### src/rtl/core/pfa_pkg.sv
// shared types, codes and controller/datapath structs of the page frame allocator
package pfa_pkg;

  localparam int FRAME_BITS = 36;
  localparam int OP_W       = 2;
  localparam int IDX_W      = 4;
  localparam int STATUS_W   = 2;
  localparam int RCOUNT_W   = 5;
  localparam int CFG_IDX_W  = 4;

  typedef logic [FRAME_BITS-1:0] frame_t;

  localparam logic [OP_W-1:0] OP_LOAD  = 2'd0;
  localparam logic [OP_W-1:0] OP_ALLOC = 2'd1;
  localparam logic [OP_W-1:0] OP_FREE  = 2'd2;

  localparam logic [STATUS_W-1:0] STATUS_OK    = 2'd0;
  localparam logic [STATUS_W-1:0] STATUS_NOFIT = 2'd1;
  localparam logic [STATUS_W-1:0] STATUS_FULL  = 2'd2;

  localparam logic [CFG_IDX_W-1:0] REG_RANGE_COUNT = 4'd0;
  localparam logic [CFG_IDX_W-1:0] REG_BOOT_START  = 4'd1;
  localparam logic [CFG_IDX_W-1:0] REG_BOOT_END    = 4'd2;
  localparam logic [CFG_IDX_W-1:0] REG_ARCH_READY  = 4'd3;

  typedef enum logic [2:0] {
    S_IDLE,
    S_DISPATCH,
    S_LD_SUB,
    S_LD_ADD,
    S_POP,
    S_PROBE,
    S_SCAN_RD,
    S_RESP
  } pfa_state_t;

  typedef struct packed {
    logic in_ready;
    logic rng_rd_item;
    logic rng_rd_cached;
    logic rng_rd_probe;
    logic stk_pop_rd;
    logic stk_push;
    logic ld_sub;
    logic ld_add;
    logic take;
    logic pop_done;
    logic scan_first;
    logic scan_next;
    logic res_zero;
    logic res_fail;
    logic res_full;
    logic out_load;
  } pfa_cmd_t;

  typedef struct packed {
    logic            req_valid;
    logic [OP_W-1:0] op;
    logic            idx_ok;
    logic            stk_empty;
    logic            stk_full;
    logic            fits;
    logic            scanning;
    logic            scan_empty;
    logic            scan_last;
    logic            out_free;
  } pfa_stat_t;

endpackage

### src/rtl/core/pfa_ctrl.sv
// controller state machine of the page frame allocator
module pfa_ctrl (
  input  logic               clk,
  input  logic               rst,
  input  pfa_pkg::pfa_stat_t stat,
  output pfa_pkg::pfa_cmd_t  cmd
);
  import pfa_pkg::*;

  pfa_state_t state;
  pfa_state_t state_next;
  logic       probe_fail;

  // nothing left to scan: a zero scan limit, or the probed entry is the last one within it
  assign probe_fail = stat.scanning ? stat.scan_last : stat.scan_empty;

  always_ff @(posedge clk) begin
    if (rst) begin
      state <= S_IDLE;
    end else begin
      state <= state_next;
    end
  end

  always_comb begin
    state_next = state;
    unique case (state)
      S_IDLE: begin
        if (stat.req_valid) state_next = S_DISPATCH;
      end
      S_DISPATCH: begin
        unique case (stat.op)
          OP_LOAD:  state_next = stat.idx_ok ? S_LD_SUB : S_RESP;
          OP_ALLOC: state_next = stat.stk_empty ? S_PROBE : S_POP;
          default:  state_next = S_RESP;
        endcase
      end
      S_LD_SUB:  state_next = S_LD_ADD;
      S_LD_ADD:  state_next = S_RESP;
      S_POP:     state_next = S_RESP;
      S_PROBE: begin
        if (stat.fits || probe_fail) begin
          state_next = S_RESP;
        end else begin
          state_next = S_SCAN_RD;
        end
      end
      S_SCAN_RD: state_next = S_PROBE;
      S_RESP: begin
        if (stat.out_free) state_next = S_IDLE;
      end
      default:   state_next = S_IDLE;
    endcase
  end

  always_comb begin
    cmd = '0;
    unique case (state)
      S_IDLE: cmd.in_ready = 1'b1;
      S_DISPATCH: begin
        unique case (stat.op)
          OP_LOAD: begin
            if (stat.idx_ok) begin
              cmd.rng_rd_item = 1'b1;
            end else begin
              cmd.res_zero = 1'b1;
            end
          end
          OP_ALLOC: begin
            if (stat.stk_empty) begin
              cmd.rng_rd_cached = 1'b1;
            end else begin
              cmd.stk_pop_rd = 1'b1;
            end
          end
          OP_FREE: begin
            if (stat.stk_full) begin
              cmd.res_full = 1'b1;
            end else begin
              cmd.stk_push = 1'b1;
            end
          end
          default: cmd.res_zero = 1'b1;
        endcase
      end
      S_LD_SUB: cmd.ld_sub = 1'b1;
      S_LD_ADD: cmd.ld_add = 1'b1;
      S_POP:    cmd.pop_done = 1'b1;
      S_PROBE: begin
        if (stat.fits) begin
          cmd.take = 1'b1;
        end else if (probe_fail) begin
          cmd.res_fail = 1'b1;
        end else if (stat.scanning) begin
          cmd.scan_next = 1'b1;
        end else begin
          cmd.scan_first = 1'b1;
        end
      end
      S_SCAN_RD: cmd.rng_rd_probe = 1'b1;
      S_RESP:    cmd.out_load = stat.out_free;
      default:   cmd = '0;
    endcase
  end

endmodule

### config.mk
export PLATFORM = sky130hd
export DESIGN_NAME = pfa_ctrl
export DESIGN_NICKNAME = d
export VERILOG_FILES = /design/src/rtl/core/pfa_pkg.sv /design/src/rtl/core/pfa_ctrl.sv
export SDC_FILE = /design/constraint.sdc
export NUM_CORES = 1
export LEC_CHECK = 0
export BUFFER_PORTS_ARGS = -buffer_cell sky130_fd_sc_hd__buf_4
export CORE_AREA = 2 2 39 41
export DETAILED_ROUTE_END_ITERATION = 10
export DIE_AREA = 0 0 41 43
export GPL_ROUTABILITY_DRIVEN = 0
export GPL_TIMING_DRIVEN = 0
export HOLD_SLACK_MARGIN = 0.12
export PLACE_DENSITY_LB_ADDON = 0.1
export SYNTH_ARGS = -nofsm -noshare
export SYNTH_HDL_FRONTEND = slang
export SYNTH_SLANG_ARGS = --single-unit
### constraint.sdc
create_clock -name clk -period 1.6 [get_ports clk]
set_clock_uncertainty 0.15 [all_clocks]
set_input_delay 0.32 -clock clk [delete_from_list [all_inputs] [get_ports clk]]
set_output_delay 0.32 -clock clk [all_outputs]
set_load 0.1 [all_outputs]
==> metrics.cfg, run 1 <==
[floorplan]
start_util_pct=27.6
die_w_um=41
fp.dieH_um=43
dieArea_um2=1760
std_cell_rows=14
core_area_um2=1380
io_pins=29

[yosys]
yosys.area.top_type=dfxtp_1
synth_ff_type=dfxtp_1
ys_warn_count=0
ys_types=26
ys_async_sr_fraction_pct=0
syn_area_per_cell_um2=7.95
synth_common_cells=nor3_1 (7), inv_1 (4)
synthTopCellsByArea=dfxtp_1 (16%), nor3_1 (9.2%), nor4b_2 (7.9%)
ys_seq_area_share_pct=15.7
synthCells=48
netlist_area_um2=382
synth_most_common_cell=nor3_1
synth_edf_count=0
synth-seq-cells=3
synth_nets=61
yosysTopAreaCellShare_pct=15.7

[placed_design]
pre_cts_ws_ps=-441
portBuffers=27
place_area_um2=733
dp_cells=91
hpwl_um=851

[sta]
setup_violations=15
maxSlewViolCount=0
max_slew_margin_pct=78.1
final.min_clock_period_ps=2110
fin_crit_sh_pct=132
rsz0062_at_grt=true
hold_viol=0
worst_pin_slew_ps=320
fin_ws_ps=-506
tns_ps=-4290
fmax_mhz=475
hold_slack_ps=190

[worst_setup_path]
end_kind=primary output
worstPathMaxFanout=6
worstPathArrival_ps=1640
worstSetupPathType=register to primary output
crit_path_start_kind=register
required_ps=1130

[cells_and_area]
antennaDiodeCount=0
final_net_count=100
areaGrowthSynthToFinish_pct=176
final_area_um2=1050
largest_reg_flops=3
regMostFlops=state
drive_gt1_share_pct=75.6
top_regs=state x3
stdcell_count=102

[global_route]
grt_pass1_wl_um=2150
antenna_found_initial=0
grt_max_degree=10
grt_overflow=0
first_global_vias=543
track_usage_pct=17.3

[run]
max_cap_violations=0

[power]
power.leakage_uw=0.000450
ir_drop_uv=377
pwr_density_cell_nw_per_um2=741

[clock_tree]
cts_root_buffer=clkbuf_4
cts_buffer_depth=2
cts_buffers=3
htree_num_levels=1
cts_sinks=3
tritoncts=built
clock_latency_ps=230
clk_pin_slew_worst_paths_ps=40

[drt]
detail-route-antenna-nets=0
first_iter_violations=5
via_per_inst=5.08
route.detailed.drc=0
dr.pass1.iters=2
via_count=518
wl_per_cell_um=12.8
totalWireLength_um=1300

[outcome]
status=finished with violations
violations=negative setup slack

[min_path]
hold_path_class=primary input to register

cell type report:
class,count,area [um2]
Timing Repair Buffer,37,479
Multi-Input combinational cell,36,423
Fill cell,97,332
Sequential cell,3,68.8
Clock buffer,4,26.3
Buffer,2,20.0
Tap cell,16,20.0
Inverter,4,15.0
metrics by stage:
stage | total power (uW) | utilization (%)
floorplan | 410 | -
global placement | 493 | 53.0
detailed placement | 495 | 53.0
CTS | 745 | 72.9
global route | 809 | 76.0
finish | 779 | 76.0
layout by cell type (no fill, tap or decap), drive strengths merged:
cell	Yosys	final
buf	4	38
nor3	7	7
inv	4	4
clkbuf	1	4
nor3b	3	3
nor4b	3	3
a21oi	3	3
nor2	3	3
dfxtp	3	3
and3b	2	2
nand2b	2	2
nand2	2	2
or3b	1	1
or3	1	1
mux2i	1	1
a211oi	1	1
a311oi	1	1
o21ai	1	1
nor2b	1	1
o22ai	1	1
a211o	1	1
a221oi	1	1
or4b	1	1
dlygate4sd3	0	1
path summary, 6_finish.rpt:
kind | slack (ps) | to | start | cells past startpoint
max | -510 | cmd[14] | state[0]$_SDFFE_PP0P_ | 3
min | 190 | state[0]$_SDFFE_PP0P_ | stat[10] | 3
max reg2reg | 90 | state[0]$_SDFFE_PP0P_ | state[0]$_SDFFE_PP0P_ | 4
min reg2reg | 470 | state[1]$_SDFFE_PP0P_ | state[2]$_SDFFE_PP0P_ | 2
per-layer routing:
metal	part of all wire [%]	vias up	GRT usage, %
met5	0	-	0
met4	2.4	0	9.33
met3	4.1	4	1.57
met2	60	19	31.3
met1	33	244	17.6
li1	-	251	-
cells by family after synthesis:
family | synth area share (%)
compound gates | 17.4
flops | 15.7
buf+inv | 14.1
simple gates | 50.2
mux | 2.62
what timing repair did:
item / CTS / global route
hold buffers: 1 / 0
pin swaps: 9 / 7
endpoints found under the setup margin: 16 / 17
setup buffers: 7 / 2
gates resized for setup: 43 / 13
endpoints found under the hold margin: 3 / 0
gates cloned: 0 / 0
power breakdown:
part           internal (uW)  switching, uW
clock                   93.7           43.0
sequential              89.3           17.0
combinational            229            308
total                    412            368
critical path, cell delays in order (launching register included):
cell and delay (ps):
dfxtp_4 370, or3b_4 470, nor4b_4 310, buf_6 260
(Power assumes the default switching activity.)
==> inputs of run 2 (changes only) <==
Settings changed: REMOVE_ABC_BUFFERS set to 1.
==> metrics.cfg, run 2 (synthesized netlist as in run 1, its figures left out) <==
[power]
power.leakage_uw=0.000426
seq_power_share_pct=13.6
pwr_density_cell_nw_per_um2=784
p_comb_share_pct=67.0
ir_drop_uv=410
power_frac_clock_pct=19.4
p_sw_uw=373
swShare_pct=47.6
intPower_uw=411

[worst_setup_path]
crit_path_start_kind=register
slowest_delay_ps=380
worstPathArrival_ps=1620
critPathTopFamily=simple AND/OR/NAND/NOR gates
worstPathCellList=buf_4 > nand2_4 > or3_4 > nor3b_4 > buf_12
worstSetupPathType=register to primary output
cp_slowest_cell=or3_4
cp_num_buf_inv=2
end_kind=primary output
required_ps=1130
worstPathMaxFanout=5

[floorplan]
fp.dieH_um=43
io_pins=29
std_cell_rows=14
core_area_um2=1380
dieArea_um2=1760
die_w_um=41
start_util_pct=27.6

[clock_tree]
cts_sinks=3
htree_num_levels=1
clk_pin_slew_worst_paths_ps=40
clock_latency_ps=260
cts_buffers=3
cts_root_buffer=clkbuf_4
tritoncts=built
cts_buffer_depth=2

[drt]
dr.pass1.iters=2
route.detailed.drc=0
via_per_inst=4.91
wl_per_cell_um=13.5
totalWireLength_um=1390
via_count=506
first_iter_violations=1
detail-route-antenna-nets=0

[cells_and_area]
largest_reg_flops=3
regMostFlops=state
finish.utilization_pct=72.2
final_common_cell=buf_4
antennaDiodeCount=0
top_regs=state x3
drive_gt1_share_pct=73.6
final_net_count=101
areaGrowthSynthToFinish_pct=162
final_area_um2=1000
layout_common_cells=buf_4 (18), buf_12 (10), buf_6 (9)

[outcome]
violations=negative setup slack
status=finished with violations

[sta]
final.min_clock_period_ps=2090
setup_violations=16
fin_ws_ps=-489
max_slew_margin_pct=76.9
worst_pin_slew_ps=337
hold_viol=0
fmax_mhz=479
rsz0062_at_grt=true
fin_crit_sh_pct=131
maxSlewViolCount=0

[placed_design]
place_area_um2=573
hpwl_um=744
portBuffers=28

[global_route]
grt_overflow=0
grt_pass1_wl_um=1930
track_usage_pct=15.5
grt_max_degree=12
antenna_found_initial=0
first_global_vias=446

[min_path]
hold_path_class=primary input to register

[run]
max_cap_violations=0

[run 2: routing by layer]
metal,share of wire (%),vias up,track usage [%]
met1,37,232,17.6
li1,-,256,-
met3,5.4,3,5.24
met2,56,15,27.2
met4,1.7,0,2.00
met5,0,-,0
[run 2: final cells by class]
class,count,area (um2)
multi-input cells,36,380
inverters,4,15.0
flip-flops and latches,3,71.3
repair buffers,40,487
well taps,16,20.0
fillers,100,384
clock buffers,4,26.3
[run 2: tightest hold or removal path: cells and delay by family]
family          cells  cell delay, ps
compound gates      1              70
buf+inv             2             160
[run 2: repair_timing]
action,CTS,global route
gates resized for setup,52,20
pin swaps,6,6
buffers inserted,6,4
endpoints found under the setup margin,17,16
cloned,0,1
endpoints found under the hold margin,3,0
hold buffers,1,0
[run 2: power groups by stage]
stage	sequential [uW]	combinational [uW]	clock, uW
after CTS	102	433	138
final	107	525	152
after global placement	116	304	0
after floorplan	107	230	0
after detailed placement	116	304	0
after global routing	109	545	162
[run 2: path summary, 6_finish.rpt]
path                          from                     to  slack [ps]  depth (start not counted)
max          state[0]$_SDFFE_PP0P_                 cmd[4]        -490                          5
min                       stat[10]  state[0]$_SDFFE_PP0P_         180                          3
max reg2reg  state[2]$_SDFFE_PP0P_  state[0]$_SDFFE_PP0P_         130                          4
min reg2reg  state[0]$_SDFFE_PP0P_  state[2]$_SDFFE_PP0P_         430                          2
[run 2: stage by stage]
stage / power [uW] / instances / worst slack, ps / TNS [ps] / hold slack (ps)
floorplan: 337 / 43 / -2030 / -23240 / 242
global placement: 420 / 87 / -512 / -3960 / 359
detailed placement: 420 / 87 / -516 / -4050 / 357
CTS: 673 / 98 / -478 / -4140 / 189
global route: 816 / 103 / -537 / -5450 / 182
finish: 784 / 103 / -489 / -4770 / 178
==> inputs of run 3 (changes only) <==
Settings changed: TNS_END_PERCENT set to 20.
==> metrics.cfg, run 3 (synthesized netlist as in run 1, its figures left out) <==
[clock_tree]
htree_num_levels=1
cts_sinks=3
cts_buffers=3
cts_root_buffer=clkbuf_4
cts_buffer_depth=2
clk_pin_slew_worst_paths_ps=40
clock_latency_ps=240
tritoncts=built

[min_path]
whs_path_depth=3
hold_path_class=primary input to register

[worst_setup_path]
end_kind=primary output
required_ps=1130
rr_worst_depth=4
critPathTopFamily=simple AND/OR/NAND/NOR gates
worstPathArrival_ps=1590
worstPathCellList=or3b_4 > nor4b_2 > buf_6
worstPathMaxFanout=7
slowest_delay_ps=450
worstSetupPathType=register to primary output
cp_slowest_cell=or3b_4
cp_num_buf_inv=1
crit_path_start_kind=register
cp.depth=3

[sta]
fin_ws_ps=-458
hold_viol=0
final.min_clock_period_ps=2060
setup_violations=16
fin_crit_sh_pct=129
maxSlewViolCount=0
rsz0062_at_grt=true
fmax_mhz=486
max_slew_margin_pct=76.5
worst_pin_slew_ps=343

[floorplan]
io_pins=29
core_area_um2=1380
fp.dieH_um=43
dieArea_um2=1760
die_w_um=41
std_cell_rows=14
start_util_pct=27.6

[global_route]
grt_overflow=0
antenna_found_initial=0
track_usage_pct=13.6
first_global_vias=393
grt_max_degree=12
grt_pass1_wl_um=1700

[drt]
detail-route-antenna-nets=0
first_iter_violations=9
dr.pass1.iters=3
route.detailed.drc=0
via_count=485
totalWireLength_um=1250
via_per_inst=5.05
wl_per_cell_um=13.1

[cells_and_area]
final_common_cell=buf_4
areaGrowthSynthToFinish_pct=109
antennaDiodeCount=0
drive_gt1_share_pct=65.0
regMostFlops=state
largest_reg_flops=3
final_net_count=94
finish.utilization_pct=57.7
layout_common_cells=buf_4 (15), buf_6 (12), nor3_1 (6)
top_regs=state x3

[outcome]
status=finished with violations
violations=negative setup slack

[power]
ir_drop_uv=428
finalPower_uw=642
pwr_density_cell_nw_per_um2=804
power.leakage_uw=0.000341

[placed_design]
portBuffers=28
hpwl_um=744

[run]
max_cap_violations=0

## run 3: changes by cell type in the layout (fill, tap and decap cells not counted), sizes merged
cell	previous run	this run
buf	38	31
## run 3: report_power, final
part | switching, uW | internal (uW)
Sequential | 12.7 | 89.2
Clock | 45.9 | 93.9
Combinational | 263 | 138
## run 3: cell type report
class,count,area (um2)
fillers,133,586
repair buffers,33,352
multi-input cells,36,314
flip-flops and latches,3,71.3
clock buffers,4,26.3
well taps,16,20.0
inverters,4,15.0
## run 3: final timing paths
| kind | start | to | slack [ps] |
|---|---|---|---|
| max reg2reg | state[0]$_SDFFE_PP0P_ | state[0]$_SDFFE_PP0P_ | 120 |
| min | stat[10] | state[0]$_SDFFE_PP0P_ | 190 |
| min reg2reg | state[0]$_SDFFE_PP0P_ | state[2]$_SDFFE_PP0P_ | 420 |
| max | state[0]$_SDFFE_PP0P_ | cmd[1] | -460 |
## run 3: tightest hold or removal path, stage by stage
cell      delay, ps
buf_4           110
inv_1            50
a221oi_1         60
## run 3: metal layers
metal | vias to the layer above | global-route usage (%) | part of all wire (%)
met5 | - | 0 | 0
met2 | 17 | 21.9 | 56
met4 | 0 | 2.00 | 0
li1 | 239 | - | -
met1 | 229 | 17.0 | 38
met3 | 0 | 5.24 | 5.9
## run 3: per-stage QoR
stage / instances / cell area, um2 / TNS [ps] / hold WS (ps) / setup slack (ps)
global route: 96 / 798 / -5030 / 205 / -526
detailed placement: 87 / 573 / -4050 / 357 / -516
global placement: 87 / 573 / -3960 / 359 / -512
floorplan: 43 / 343 / -23240 / 242 / -2030
finish: 96 / 798 / -4260 / 194 / -458
CTS: 96 / 697 / -4420 / 189 / -478
## run 3: what timing repair did
item | 4_1_cts | 5_1_grt
gates resized for setup | 17 | 26
endpoints found under the setup margin | 17 | 16
endpoints found under the hold margin | 3 | 0
pin swaps | 3 | 1
hold buffers | 1 | 0
setup buffers | 4 | 0
